==> src/sv/bfdh_pkg.sv <==
// Shared constants and codes for the double-hash Bloom filter.
package bfdh_pkg;

  localparam int MAX_BITS_DEF = 65536;
  localparam int WORD_W       = 32;
  localparam int WORD_SEL_W   = 5;
  localparam int MOD_W        = 17;
  localparam int HC_W         = 6;
  localparam int SEED_W       = 32;
  localparam int KEY_W        = 32;
  localparam int CFG_IDX_W    = 2;
  localparam int CFG_DATA_W   = 32;
  localparam int MOD_DIGITS   = 4;

  localparam logic [1:0] ACT_ADD   = 2'd0;
  localparam logic [1:0] ACT_TEST  = 2'd1;
  localparam logic [1:0] ACT_CLEAR = 2'd2;

  localparam logic [CFG_IDX_W-1:0] CFG_NUM_BITS   = 2'd0;
  localparam logic [CFG_IDX_W-1:0] CFG_HASH_COUNT = 2'd1;
  localparam logic [CFG_IDX_W-1:0] CFG_HASH_SEED  = 2'd2;

  localparam logic [MOD_W-1:0]  NUM_BITS_RST   = 17'd65536;
  localparam logic [HC_W-1:0]   HASH_COUNT_RST = 6'd4;
  localparam logic [SEED_W-1:0] HASH_SEED_RST  = 32'd0;

  localparam logic [63:0] MM_C1   = 64'h87c37b91114253d5;
  localparam logic [63:0] MM_C2   = 64'h4cf5ad432745937f;
  localparam logic [63:0] FMIX_K1 = 64'hff51afd7ed558ccd;
  localparam logic [63:0] FMIX_K2 = 64'hc4ceb9fe1a85ec53;

  function automatic logic [63:0] xs33(input logic [63:0] v);
    return v ^ (v >> 33);
  endfunction

endpackage

==> src/sv/bfdh_hash.sv <==
// MurmurHash3 x64 128 of a 4-byte key, one 32x32 partial product per cycle.
module bfdh_hash
  import bfdh_pkg::*;
(
  input  logic              clk,
  input  logic              rst,
  input  logic              start,
  input  logic [KEY_W-1:0]  key,
  input  logic [SEED_W-1:0] seed,
  output logic              done,
  output logic [63:0]       ha,
  output logic [63:0]       hb
);

  localparam logic [2:0] H_IDLE = 3'd0;
  localparam logic [2:0] H_MUL  = 3'd1;
  localparam logic [2:0] H_ADD1 = 3'd2;
  localparam logic [2:0] H_ADD2 = 3'd3;
  localparam logic [2:0] H_FIN1 = 3'd4;
  localparam logic [2:0] H_FIN2 = 3'd5;

  logic [2:0]  state;
  logic [2:0]  step;
  logic [1:0]  phase;
  logic [63:0] x, h1, h2, acc, pp;
  logic [63:0] kc, r;
  logic [31:0] op_a, op_b;

  // multiplier constant per step
  always_comb begin
    case (step)
      3'd0:    kc = MM_C1;
      3'd1:    kc = MM_C2;
      3'd2:    kc = FMIX_K1;
      3'd3:    kc = FMIX_K2;
      3'd4:    kc = FMIX_K1;
      default: kc = FMIX_K2;
    endcase
  end

  // low 64 bits: alo*blo + ((alo*bhi + ahi*blo) << 32)
  always_comb begin
    case (phase)
      2'd0:    begin op_a = x[31:0];  op_b = kc[31:0];  end
      2'd1:    begin op_a = x[31:0];  op_b = kc[63:32]; end
      default: begin op_a = x[63:32]; op_b = kc[31:0];  end
    endcase
  end

  assign r = acc + {pp[31:0], 32'd0};

  always_ff @(posedge clk) begin
    pp <= 64'(op_a) * 64'(op_b);
    if (rst) begin
      state <= H_IDLE;
      done  <= 1'b0;
      step  <= '0;
      phase <= '0;
    end else begin
      done <= 1'b0;
      unique case (state)
        H_IDLE: begin
          if (start) begin
            x     <= 64'(key);
            step  <= '0;
            phase <= '0;
            state <= H_MUL;
          end
        end
        H_MUL: begin
          phase <= phase + 2'd1;
          if (phase == 2'd1) acc <= pp;
          if (phase == 2'd2) acc <= r;
          if (phase == 2'd3) begin
            phase <= '0;
            step  <= step + 3'd1;
            case (step)
              3'd0: x <= {r[32:0], r[63:33]};
              3'd1: begin
                h1    <= 64'(seed) ^ r ^ 64'd4;
                h2    <= 64'(seed) ^ 64'd4;
                state <= H_ADD1;
              end
              3'd2: x <= xs33(r);
              3'd3: begin
                h1 <= xs33(r);
                x  <= xs33(h2);
              end
              3'd4: x <= xs33(r);
              default: begin
                h2    <= xs33(r);
                state <= H_FIN1;
              end
            endcase
          end
        end
        H_ADD1: begin
          h1    <= h1 + h2;
          state <= H_ADD2;
        end
        H_ADD2: begin
          h2    <= h2 + h1;
          x     <= xs33(h1);
          state <= H_MUL;
        end
        H_FIN1: begin
          h1    <= h1 + h2;
          state <= H_FIN2;
        end
        H_FIN2: begin
          h2    <= h2 + h1;
          done  <= 1'b1;
          state <= H_IDLE;
        end
        default: state <= H_IDLE;
      endcase
    end
  end

  assign ha = h1;
  assign hb = h2;

endmodule

==> config.mk <==
export PLATFORM = sky130hd
export DESIGN_NAME = bfdh_hash
export DESIGN_NICKNAME = d
export VERILOG_FILES = /design/src/sv/bfdh_pkg.sv /design/src/sv/bfdh_hash.sv
export SDC_FILE = /design/constraint.sdc
export NUM_CORES = 2
export LEC_CHECK = 0
export ABC_AREA = 1
export BUFFER_PORTS_ARGS = -buffer_cell sky130_fd_sc_hd__buf_2
export CAP_MARGIN = 30
export CORE_AREA = 8 8 386 388
export CTS_BUF_LIST = sky130_fd_sc_hd__clkbuf_2 sky130_fd_sc_hd__clkbuf_4 sky130_fd_sc_hd__clkbuf_8
export DETAILED_ROUTE_END_ITERATION = 6
export DIE_AREA = 0 0 394 396
export MAX_ROUTING_LAYER = met4
export PLACE_DENSITY = 0.63
export RECOVER_POWER = 50
export SKIP_LAST_GASP = 1
export SYNTH_ARGS = -nofsm -noshare
export SYNTH_HDL_FRONTEND = slang
export SYNTH_SLANG_ARGS = --single-unit
==> constraint.sdc <==
create_clock -name clk -period 8.8 [get_ports clk]
set_clock_uncertainty 0.1 [all_clocks]
set_input_delay 0.88 -clock clk [delete_from_list [all_inputs] [get_ports clk]]
set_output_delay 0.88 -clock clk [all_outputs]
set_load 0.05 [all_outputs]
==> results.json <==
{
  "wl_per_cell_um": 27.6,
  "cp_data_arrival_time_ns": 8.97,
  "dpl.cell_count": 9611,
  "cts_root_buf": "clkbuf_8",
  "post-synth-top-count-cell": "nand2_1",
  "final_nets": 9118,
  "grt_use_total_pct": 34.7,
  "routed_via_density": 5.47,
  "slew_headroom_pct": -148,
  "rr_startpoint": "phase[1]",
  "final_max_slew_viol_count": 450,
  "cts_buffers": 67,
  "cts_tree": "yes",
  "drt_pass1_iterations": 6,
  "core.rowCount": 139,
  "ys_ff_latch": 329,
  "dieWidth_um": 394,
  "yosys-top-cells-area": "fa_1 32%, edfxtp_1 14%, nand2_1 11%",
  "fmax_mhz": 117,
  "place_hpwl_um": 229000,
  "synth_top_cell_area_share_pct": 31.6,
  "start_kind": "flop",
  "r2r_slack_ns": 0.23,
  "wl_um": 270000,
  "cts.sinks": 329,
  "drt-initial-drc-count": 6527,
  "insertion_delay_ns": 0.71,
  "hp-class": "flop to flop",
  "multi_input_area_sq_mm": 0.0410,
  "final_cell_count_no_fill": 9753,
  "grt_pass1_vias": 52568,
  "hold_viol": 0,
  "maxCapViolations": 12,
  "synth_top_area_cell": "fa_1",
  "overflow": 0,
  "violations": "capacitance limit, slew limit",
  "endpoint": "pp[35]",
  "drc": 0,
  "top_level_ports": 196,
  "grt_max_degree": 65,
  "numPortBuffers": 195,
  "critPathCaptureType": "flop",
  "cts_hold_buf": 0,
  "seq_area_sq_mm": 0.00915,
  "layout-drive-gt1-share_pct": 8.30,
  "syn_nets": 8747,
  "startpoint": "phase[1]",
  "dieHeight_um": 396,
  "synthDistinctLibCells": 55,
  "period_share_pct": 97.4,
  "ys.flop_type": "edfxtp_1",
  "fillers": 14674,
  "synth_edf_count": 256,
  "finalSetupViolCount": 0,
  "area_growth_pct": 11.5,
  "synth_area_per_cell_sq_um": 7.66,
  "ant_nets": 0,
  "synthArstFlopShare_pct": 0,
  "htree_levels": 3,
  "rr_endpoint": "pp[35]",
  "path_max_fanout": 12,
  "synthCells": 7416,
  "synthTopCellsByCount": "1670 x nand2_1, 1524 x inv_1, 958 x nor2_1",
  "worstSetupPathType": "flop to flop",
  "outcome": "finished with violations",
  "syn_area_sq_mm": 0.0568,
  "worstMarginPinSlew_ns": 3.72,
  "path_clk_slew_ns": 0.06,
  "reg2reg_depth": 26,
  "antenna_found_initial": 6,
  "fin_crit_ns": 8.57,
  "grt_pass1_wl_um": 384000,
  "start_util_pct": 39.8,
  "vias": 53342,
  "cts_buffer_depth": 3,
  "gp_congestion": 1.06,
  "die-area_sq_mm": 0.156,
  "crit_required_ns": 9.20,
  "ys_warn_count": 0,
  "seq_area_frac_synth_pct": 16.1,
  "core_sq_mm": 0.143
}
flip-flops by register name, summed over array words and instances, names as in the netlist, 2 cells and up:
register	cells
acc	64
ha	64
hb	64
pp	64
x	64
state	3
step	3
phase	2
kinds of logic (layout without fill, tap and decap cells):
| logic type | after synthesis | count (layout) | share of synthesized area, % |
|---|---|---|---|
| other cells | 0 | 9 | 0 |
| simple gates | 3108 | 3108 | 22.0 |
| xor+xnor | 178 | 178 | 2.76 |
| buf+inv | 1794 | 2219 | 12.1 |
| compound gates | 741 | 741 | 7.27 |
| flops | 329 | 329 | 16.1 |
| fa+ha+maj | 1264 | 1264 | 39.7 |
| mux | 2 | 2 | 0.0352 |
worst max-delay path, cell delays in order (launching register included):
cell and delay, ns:
dfxtp_1 0.36, inv_1 0.08, ha_1 0.24, nor2_4 0.24, buf_12 0.19, buf_6 0.18
nand2_1 0.08, o21ai_2 0.16, clkinvlp_4 0.27, nor2_2 0.30, fa_1 0.51, fa_1 0.58
inv_1 0.07, fa_1 0.49, fa_1 0.51, inv_1 0.05, fa_1 0.69, fa_1 0.48
fa_1 0.54, fa_1 0.44, ha_1 0.34, a21oi_1 0.23, o21ai_0 0.22, a21oi_1 0.37
o21ai_2 0.13, a31oi_2 0.28, xnor2_2 0.24
per-stage QoR:
| stage | hold WS, ns | util [%] | setup WS [ns] | instance area (sq um) | setup TNS [ns] |
|---|---|---|---|---|---|
| 4_1_cts | 0.407 | 44.4 | 0.0210 | 63400 | 0 |
| 3_3_place_gp | 0.392 | 43.3 | -0.301 | 61800 | -0.395 |
| 5_1_grt | 0.384 | 44.4 | -0.0667 | 63400 | -0.0778 |
| 2_1_floorplan | 0.363 | - | 1.37 | 56800 | 0 |
| 6_report | 0.368 | 44.4 | 0.230 | 63400 | 0 |
| 3_5_place_dp | 0.396 | 43.3 | -0.286 | 61900 | -0.424 |
layout by cell type (no fill, tap or decap), drive strengths merged, types with 9 or more instances in the layout:
master and instances:
nand2 1683, inv 1565, nor2 982, fa 896
buf 379, ha 368, o21ai 344, nand3 316
a21oi 259, edfxtp 256, clkbuf 234, xor2 115
dfxtp 73, xnor2 63, nor3 38, nand4 36
a22oi 29, clkinv 29, o21bai 27, or2 23
nand3b 20, a21o 19, o211ai 19, a31oi 10
diode 9
worst min path at each step:
stage / start / end / cells after the start
after floorplan: phase[0] / phase[0] / 1
after CTS: key[3] / x[3] / 3
after global routing: phase[0] / phase[0] / 1
after global placement: phase[0] / phase[0] / 1
after detailed placement: phase[0] / phase[0] / 1
final: phase[0] / phase[0] / 1
layer usage:
layer,track usage [%],up-vias,share of wire (%)
li1,-,23314,-
met1,48.0,26465,43
met2,50.3,3061,42
met3,7.55,502,11
met4,12.5,0,4.7
met5,-,-,0
final cells by class:
cell class                      instances  area share, %
Timing Repair Buffer                  523           5.40
Inverter                             1573           9.34
Multi-Input combinational cell       5293           64.7
Tap cell                             1903           3.76
Clock inverter                         33          0.541
Sequential cell                       329           14.4
Clock buffer                           90           1.81
Antenna cell                            9         0.0355
what timing repair did:
| item | in CTS | in global routing |
|---|---|---|
| cloned | 0 | 1 |
| pin swaps | 0 | 2 |
| setup buffers | 5 | 4 |
| endpoints found under the setup margin | 2 | 36 |
| resized for setup | 7 | 33 |
Power is left out: the tool's default activity adds up to more than one toggle a clock period on the data nets, which glitch-free logic cannot reach.
