### src/sv/bfdh_pkg.sv
// Shared constants and codes for the double-hash Bloom filter.
package bfdh_pkg;

  localparam int MAX_BITS_DEF = 65536;
  localparam int WORD_W       = 32;
  localparam int WORD_SEL_W   = 5;
  localparam int MOD_W        = 17;
  localparam int HC_W         = 6;
  localparam int SEED_W       = 32;
  localparam int KEY_W        = 32;
  localparam int CFG_IDX_W    = 2;
  localparam int CFG_DATA_W   = 32;
  localparam int MOD_DIGITS   = 4;

  localparam logic [1:0] ACT_ADD   = 2'd0;
  localparam logic [1:0] ACT_TEST  = 2'd1;
  localparam logic [1:0] ACT_CLEAR = 2'd2;

  localparam logic [CFG_IDX_W-1:0] CFG_NUM_BITS   = 2'd0;
  localparam logic [CFG_IDX_W-1:0] CFG_HASH_COUNT = 2'd1;
  localparam logic [CFG_IDX_W-1:0] CFG_HASH_SEED  = 2'd2;

  localparam logic [MOD_W-1:0]  NUM_BITS_RST   = 17'd65536;
  localparam logic [HC_W-1:0]   HASH_COUNT_RST = 6'd4;
  localparam logic [SEED_W-1:0] HASH_SEED_RST  = 32'd0;

  localparam logic [63:0] MM_C1   = 64'h87c37b91114253d5;
  localparam logic [63:0] MM_C2   = 64'h4cf5ad432745937f;
  localparam logic [63:0] FMIX_K1 = 64'hff51afd7ed558ccd;
  localparam logic [63:0] FMIX_K2 = 64'hc4ceb9fe1a85ec53;

  function automatic logic [63:0] xs33(input logic [63:0] v);
    return v ^ (v >> 33);
  endfunction

endpackage

### src/sv/bfdh_mod.sv
// 64-bit by 17-bit remainder, four restoring digits per cycle.
module bfdh_mod
  import bfdh_pkg::*;
(
  input  logic             clk,
  input  logic             rst,
  input  logic             start,
  input  logic [63:0]      value,
  input  logic [MOD_W-1:0] modulus,
  output logic             done,
  output logic [MOD_W-1:0] rem
);

  localparam int CYCLES = 64 / MOD_DIGITS;
  localparam int CNT_W  = $clog2(CYCLES);

  logic [63:0]      sh;
  logic [MOD_W-1:0] r;
  logic [CNT_W-1:0] cnt;
  logic             run;
  logic [MOD_W-1:0] r_next;

  always_comb begin
    logic [MOD_W:0] w;
    r_next = r;
    for (int i = 0; i < MOD_DIGITS; i++) begin
      w = {r_next, sh[63-i]};
      if (w >= {1'b0, modulus}) w = w - {1'b0, modulus};
      r_next = w[MOD_W-1:0];
    end
  end

  always_ff @(posedge clk) begin
    if (rst) begin
      run  <= 1'b0;
      done <= 1'b0;
      cnt  <= '0;
    end else begin
      done <= 1'b0;
      if (start) begin
        sh  <= value;
        r   <= '0;
        cnt <= '0;
        run <= 1'b1;
      end else if (run) begin
        r   <= r_next;
        sh  <= sh << MOD_DIGITS;
        cnt <= cnt + 1'b1;
        if (cnt == CNT_W'(CYCLES - 1)) begin
          run  <= 1'b0;
          done <= 1'b1;
        end
      end
    end
  end

  assign rem = r;

endmodule

### config.mk
export PLATFORM = sky130hd
export DESIGN_NAME = bfdh_mod
export DESIGN_NICKNAME = d
export VERILOG_FILES = /design/src/sv/bfdh_pkg.sv /design/src/sv/bfdh_mod.sv
export SDC_FILE = /design/constraint.sdc
export NUM_CORES = 1
export LEC_CHECK = 0
export ABC_AREA = 1
export BUFFER_PORTS_ARGS = -buffer_cell sky130_fd_sc_hd__buf_4
export CAP_MARGIN = 10
export CELL_PAD_IN_SITES_DETAIL_PLACEMENT = 2
export CELL_PAD_IN_SITES_GLOBAL_PLACEMENT = 2
export CORE_UTILIZATION = 36
export DETAILED_ROUTE_END_ITERATION = 8
export PLACE_DENSITY = 0.9
export SLEW_MARGIN = 40
export SYNTH_ARGS = -nofsm -noshare
export SYNTH_HDL_FRONTEND = slang
export SYNTH_SLANG_ARGS = --single-unit
### constraint.sdc
create_clock -name clk -period 21.6 [get_ports clk]
set_input_delay 4.32 -clock clk [delete_from_list [all_inputs] [get_ports clk]]
set_output_delay 4.32 -clock clk [all_outputs]
set_load 0.02 [all_outputs]
==> results of run 1 <==
==> synth_stat cells (4+ instances only) <==
library cell / instances
sky130_fd_sc_hd__o21bai_1: 5
sky130_fd_sc_hd__xnor2_1: 22
sky130_fd_sc_hd__inv_1: 131
sky130_fd_sc_hd__nand2_2: 7
sky130_fd_sc_hd__dfxtp_1: 6
sky130_fd_sc_hd__clkbuf_1: 14
sky130_fd_sc_hd__nand3_1: 32
sky130_fd_sc_hd__ha_1: 69
sky130_fd_sc_hd__a21o_1: 4
sky130_fd_sc_hd__buf_6: 4
sky130_fd_sc_hd__nand3b_1: 5
sky130_fd_sc_hd__edfxtp_1: 81
sky130_fd_sc_hd__o21ai_1: 9
sky130_fd_sc_hd__o21ai_0: 43
sky130_fd_sc_hd__o21a_1: 4
sky130_fd_sc_hd__nor3_1: 9
sky130_fd_sc_hd__buf_2: 6
sky130_fd_sc_hd__nor2_1: 84
sky130_fd_sc_hd__nand2_1: 458
sky130_fd_sc_hd__nand4_1: 4
sky130_fd_sc_hd__xor2_1: 31
sky130_fd_sc_hd__a21oi_1: 68
sky130_fd_sc_hd__fa_1: 4
==> cell type report <==
cell class                      count  area [µm²]  area share
Tap cell                          275         344      0.0374
Multi-Input combinational cell    886        4730       0.513
Inverter                          135         508      0.0552
Timing Repair Buffer              103         777      0.0844
Clock buffer                       10         229      0.0249
Sequential cell                    87        2550       0.277
Clock inverter                      6        67.6     0.00734
==> metal layers <==
layer / up-vias / track usage
met1: 3959 / 0.339
met4: 0 / 0.136
li1: 3813 / -
met3: 55 / 0.0333
met5: - / 0
met2: 186 / 0.533
==> logic make-up after synthesis <==
logic type / after synthesis / share of synthesized area
compound gates: 145 / 0.101
xor+xnor: 53 / 0.0586
fa+ha+maj: 73 / 0.119
buf+inv: 161 / 0.0822
flops: 87 / 0.322
simple gates: 615 / 0.317
==> sequential cells by signal (all words and copies together), names as in the netlist <==
register  flops
run           1
cnt           4
rem          17
sh           64
done          1
==> through the flow <==
step	cell area, µm²	hold slack (ns)	worst slack (ns)	instances
final	9200	0.506	7.51	1502
after floorplan	7920	0.457	10.43	1134
after detailed placement	8910	0.499	7.30	1486
after global placement	8900	0.474	7.97	1486
after global routing	9200	0.531	6.76	1502
after CTS	9200	0.515	7.60	1502
==> worst max path at each step <==
| stage | from | end | cells after the start | slack, ns |
|---|---|---|---|---|
| after detailed placement | modulus[14] | rem[10] | 52 | 7.30 |
| after global placement | modulus[14] | rem[9] | 52 | 7.97 |
| after floorplan | modulus[9] | rem[9] | 58 | 10.43 |
| after CTS | modulus[14] | rem[10] | 52 | 7.60 |
| final | modulus[14] | rem[10] | 52 | 7.51 |
| after global routing | modulus[14] | rem[6] | 52 | 6.76 |
==> worst max-delay path: cells and delay by family <==
kind	cells	cell delay, ns
and+or+nand+nor	29	3.92
AOI/OAI and AO/OA	10	2.81
adders and majority gates	4	1.58
buffers and inverters	9	1.53
==> reports/qor_table.md, run 1 <==
| Item | Value | Unit |
|---|---|---|
| TritonCTS clock tree | done | - |
| First-pass GRT wire length | 49.2 | mm |
| Peak Freq | 71.0 | MHz |
| Core region area | 21300 | µm² |
| Routed Wire Length | 32.1 | mm |
| Resized Gates After CTS | 0 | - |
| Placed wire-length estimate | 25.3 | mm |
| Crit-path slowest cell | sky130_fd_sc_hd__o21ai_0 | - |
| Number of buffers inserted by post-CTS setup repair | 0 | - |
| Clock transition at the registers of the reported paths | 0.07 | ns |
| Synth Cell Area | 7920 | µm² |
| Total congestion overflow after global routing | 0 | - |
| Post-synth cell types | 44 | - |
| Worst clock skew on the final layout | 0.00843 | ns |
| Antenna-violating nets left | 0 | - |
| Number of fill cells in the layout | 2552 | - |
| Number of global-route vias before repair | 8832 | - |
| Number of instances in the synthesized netlist | 1134 | - |
| Metal1 wirelength | 13.2 | mm |
| Horizontal extent of the die | 150 | µm |
| Input/output buffers | 101 | - |
| Row cnt | 53 | - |
| Total routing usage reported by global routing | 0.292 | - |
| Final TNS setup | 0 | ns |
| Part of the Yosys area used for sequential elements | 0.322 | - |
| Endpoint arrival time on the critical path | 14.20 | ns |
| Outcome | complete, no violations | - |
| Critical path capture point type | register | - |
| DRC viols | 0 | - |
| H-Tree Level Count | 3 | - |
| Number of synthesized flops with an enable pin | 81 | - |
| Number of antenna violations at the first check in global routing | 0 | - |
| Largest net degree at the start of global routing | 77 | - |
| Die Footprint | 22600 | µm² |
| Most used cells in the layout excluding fill and tap cells | sky130_fd_sc_hd__nand2_1, sky130_fd_sc_hd__inv_1, sky130_fd_sc_hd__buf_4, sky130_fd_sc_hd__nor2_1, sky130_fd_sc_hd__edfxtp_1 | - |
| Critical path startpoint category | input pin | - |
| Top routing layer used | met4 | - |
| Placer's final routability congestion estimate | 0.913 | - |
| Mapped Nets | 1291 | - |
| Reg-to-Reg Start | sh[63] | - |
| Max cap viols | 0 | - |
| Most common cell type on the critical path | sky130_fd_sc_hd__nand2_1 | - |
| Setup repair after global routing missed its margin | false | - |
| Worst Hold Depth | 2 | - |
| Clock sink total | 87 | - |
| Most instantiated flip-flop cell in the synthesis netlist | sky130_fd_sc_hd__edfxtp_1 | - |
| Metal3 WL | 1.05 | mm |
| Crit Path Category | input pin to register | - |
| Height of the chip | 150 | µm |
| Mean cell area of the mapped netlist | 6.98 | µm² |
| DR vias | 8013 | - |
| Fraction of registers with async set or reset after synthesis | 0 | - |
| Delay of the slowest cell on the worst path | 0.50 | ns |
| Hold endpoint | cnt[0] | - |
| Ant. Diodes | 0 | - |
| Final Setup Violations | 0 | - |
| Final Max Slew Viols | 0 | - |
| Inserted Clock Buffers | 9 | - |
| Post-DR vias/cell | 5.33 | - |
| Top post-synthesis cells by area | sky130_fd_sc_hd__edfxtp_1, sky130_fd_sc_hd__nand2_1, sky130_fd_sc_hd__ha_1, sky130_fd_sc_hd__inv_1, sky130_fd_sc_hd__a21oi_1 | - |
| Clock latency of the later-clocked register in the worst-skew pair | 0.35 | ns |
| Number of nets in the layout | 1379 | - |
| Reg-to-reg setup timing slack | 11.25 | ns |
| Max Buffers Root-to-Sink | 2 | - |
| Top cell type by total area after synthesis | sky130_fd_sc_hd__edfxtp_1 | - |
| Transition at the pin with the smallest max-transition slack | 0.785 | ns |
| Layout area overhead | 16.2 | % |
| Count of endpoints failing hold in the final timing report | 0 | - |
| Worst Hold Class | register to register | - |
| Final core occ | 0.432 | - |
| Required arrival time at the worst endpoint | 21.70 | ns |
| Share of layout cells above drive strength 1 | 0.118 | - |
| Headroom to the max-slew limit | 0.477 | - |
| Worst hold path startpoint | cnt[0] | - |
| Final worst path period need | 14.09 | ns |
| Yosys Warn Count | 0 | - |
| Depth of the most critical reg-to-reg path | 58 | - |
| Routed len/inst | 21.3 | µm |
| Number of storage elements in the synthesis netlist | 87 | - |
| Share of the synthesized area in the top cell type | 0.307 | - |
| I/O pins | 102 | - |
| Number of violations reported at the end of detailed-routing iteration 0 | 284 | - |
| Master cell of the clock root buffer | sky130_fd_sc_hd__clkbuf_16 | - |
| Hold buffers post-CTS | 0 | - |
| Met2 wire length | 16.5 | mm |
| Initial cell density of the core | 0.372 | - |
| Final Cycle Share | 0.652 | - |
| Critical register-to-register path endpoint | rem[10] | - |
| Most common cell after layout, fill and taps aside | sky130_fd_sc_hd__nand2_1 | - |
| Router iterations before antenna repair | 4 | - |
| Maximum fanout along the worst path | 29 | - |
Power of run 1 is not shown: default switching activity piles up to over one toggle a cycle in this logic, so the estimate is an artifact.
==> run 2, diff against run 1 <==
- CORE_UTILIZATION: 36 -> 33
- PLACE_DENSITY: 0.9 -> 0.84
- clock period: 21.6 -> 14.1 ns (I/O delays scaled with it)
==> run 2 against run 1 <==
Count of clock-buffer cells in the layout fell by 1. Global-route usage fell by 3.4 points. Flip-flop and latch count stayed put. Register-to-register slack worse by 7.2 ns. Wire length is 5.0% lower. Worst hold slack worse by 0.0062 ns. Core utilization is 3.8 points lower. Clock skew grew 0.0069 ns. Design area is 0.67% higher. Die area grew 9.0%. Critical path depth unchanged. First-iteration DRC count rose by 29%. Critical path type unchanged. Largest cell class unchanged.
==> reports/qor_table.md, run 2 (same netlist as run 1, synthesis figures left out) <==
| Item | Value | Unit | Change |
|---|---|---|---|
| Critical register-to-register path endpoint | rem[15] | - |  |
| DRC viols | 0 | - | unchanged |
| Routed len/inst | 19.7 | µm | -7.7% |
| Share of layout cells above drive strength 1 | 0.119 | - | +0.000815 |
| Number of violations reported at the end of detailed-routing iteration 0 | 365 | - | +29% |
| H-Tree Level Count | 3 | - | unchanged |
| Number of flip-flops under the largest register name | 64 | - | unchanged |
| Worst Hold Class | register to register | - |  |
| Placer's final routability congestion estimate | 0.904 | - | -1.0% |
| Delay of the slowest cell on the worst path | 0.47 | ns | -0.03 ns |
| Total congestion overflow after global routing | 0 | - | unchanged |
| Hold endpoint | cnt[1] | - |  |
| Resized Gates After CTS | 0 | - | unchanged |
| Inserted Clock Buffers | 9 | - | unchanged |
| Endpoint arrival time on the critical path | 12.42 | ns | -1.78 ns |
| Post-DR vias/cell | 5.05 | - | -5.2% |
| Number of global-route vias before repair | 8654 | - | -2.0% |
| Max cap viols | 0 | - | unchanged |
| Crit Path Category | input pin to register | - |  |
| Final Max Slew Viols | 0 | - | unchanged |
| Final TNS setup | 0 | ns | unchanged |
| Number of buffers inserted by post-CTS setup repair | 0 | - | unchanged |
| Transition at the pin with the smallest max-transition slack | 0.800 | ns | +0.0152 ns |
| Multi-input logic area | 4730 | µm² | unchanged |
| Number of antenna violations at the first check in global routing | 0 | - | unchanged |
| Most common cell type on the critical path | sky130_fd_sc_hd__nand2_1 | - |  |
| Master cell of the clock root buffer | sky130_fd_sc_hd__clkbuf_16 | - |  |
| Setup repair after global routing missed its margin | false | - |  |
| Final worst path period need | 12.30 | ns |  |
| Number of nets in the layout | 1379 | - | unchanged |
| Ant. Diodes | 0 | - | unchanged |
| Max Buffers Root-to-Sink | 2 | - | unchanged |
| Crit-path slowest cell | sky130_fd_sc_hd__ha_1 | - |  |
| Final Cycle Share | 0.872 | - |  |
| Required arrival time at the worst endpoint | 14.22 | ns | -7.48 ns |
| Clock transition at the registers of the reported paths | 0.08 | ns | about the same |
| Peak Freq | 81.3 | MHz |  |
| Input/output buffers | 101 | - | unchanged |
| Reg-to-reg setup timing slack | 4.06 | ns | -7.19 ns |
| Maximum fanout along the worst path | 29 | - | unchanged |
| Start point of the critical path | modulus[13] | - |  |
| Largest net degree at the start of global routing | 82 | - | +6.5% |
| Largest Register | sh | - |  |
| First-pass GRT wire length | 47.3 | mm | -3.9% |
| Placed wire-length estimate | 24.2 | mm | -4.3% |
| Routed Wire Length | 30.5 | mm | -5.0% |
| Most common cell after layout, fill and taps aside | sky130_fd_sc_hd__nand2_1 | - |  |
| Critical path capture point type | register | - |  |
| Critical path startpoint category | input pin | - |  |
| Number of fill cells in the layout | 2861 | - | +12% |
| DR vias | 7815 | - | -2.5% |
| Worst clock skew on the final layout | 0.0153 | ns | +0.00686 ns |
| Final Setup Violations | 0 | - | unchanged |
| TritonCTS clock tree | done | - |  |
| Clock sink total | 87 | - | unchanged |
| Seq. cell area | 2550 | µm² | unchanged |
| Hold buffers post-CTS | 0 | - | unchanged |
| Total routing usage reported by global routing | 0.258 | - | -0.0341 |
| Depth of the most critical reg-to-reg path | 56 | - | -3.4% |
| Die Footprint | 24600 | µm² | +9.0% |
| Core region area | 23500 | µm² | +10% |
| Row cnt | 56 | - | +5.7% |
| I/O pins | 102 | - | unchanged |
| Height of the chip | 157 | µm | +4.4% |
| Router iterations before antenna repair | 5 | - | +1 |
| Worst Hold Depth | 2 | - | unchanged |
| Clock latency of the later-clocked register in the worst-skew pair | 0.36 | ns | about the same |
| Worst hold path startpoint | cnt[1] | - |  |
| Most used cells in the layout excluding fill and tap cells | sky130_fd_sc_hd__nand2_1, sky130_fd_sc_hd__inv_1, sky130_fd_sc_hd__buf_4, sky130_fd_sc_hd__nor2_1, sky130_fd_sc_hd__edfxtp_1 | - |  |
| Horizontal extent of the die | 157 | µm | +4.4% |
| Initial cell density of the core | 0.337 | - | -0.0346 |
| Antenna-violating nets left | 0 | - | unchanged |
| Count of endpoints failing hold in the final timing report | 0 | - | unchanged |
| Outcome | complete, no violations | - |  |
| Layout area overhead | 17.0 | % |  |
| Reg-to-Reg Start | sh[63] | - |  |
| Headroom to the max-slew limit | 0.466 | - | -0.0101 |
[run 2: how the worst max path moves through the flow]
stage / end
4_1_cts: rem[15]
6_report: rem[15]
2_1_floorplan: rem[9]
3_3_place_gp: rem[9]
3_5_place_dp: rem[9]
5_1_grt: rem[15]
[run 2: area by class of cell]
| type | count | area share |
|---|---|---|
| well taps | 319 | 0.0431 |
| flip-flops and latches | 87 | 0.275 |
| clock buffers | 9 | 0.0243 |
| clock inverters | 7 | 0.00837 |
| inverters | 135 | 0.0548 |
| repair buffers | 103 | 0.0839 |
| multi-input cells | 886 | 0.510 |
[run 2: metrics by stage]
step           worst slack [ns]  cell area, µm²  hold slack (ns)  cells  utilization
4_1_cts                    1.88            9270            0.502   1546        0.395
2_1_floorplan              4.43            7920            0.457   1134            -
3_3_place_gp               2.02            8960            0.487   1530        0.382
6_report                   1.80            9270            0.500   1546        0.395
3_5_place_dp               1.63            8960            0.493   1530        0.382
5_1_grt                   0.979            9270            0.529   1546        0.395
[run 2: critical path: cells and delay by family]
family | cells | cell delay [ns]
adders and majority gates | 4 | 1.60
AOI/OAI and AO/OA | 13 | 3.31
buffers and inverters | 8 | 1.43
and+or+nand+nor | 27 | 3.23
[run 2: routing by layer]
layer	global-route usage	wire length (µm)
met5	0	0
met4	0.0738	774
met3	0.0460	1300
met2	0.487	15800
met1	0.294	12600
Power of run 2 is left out for the same reason.
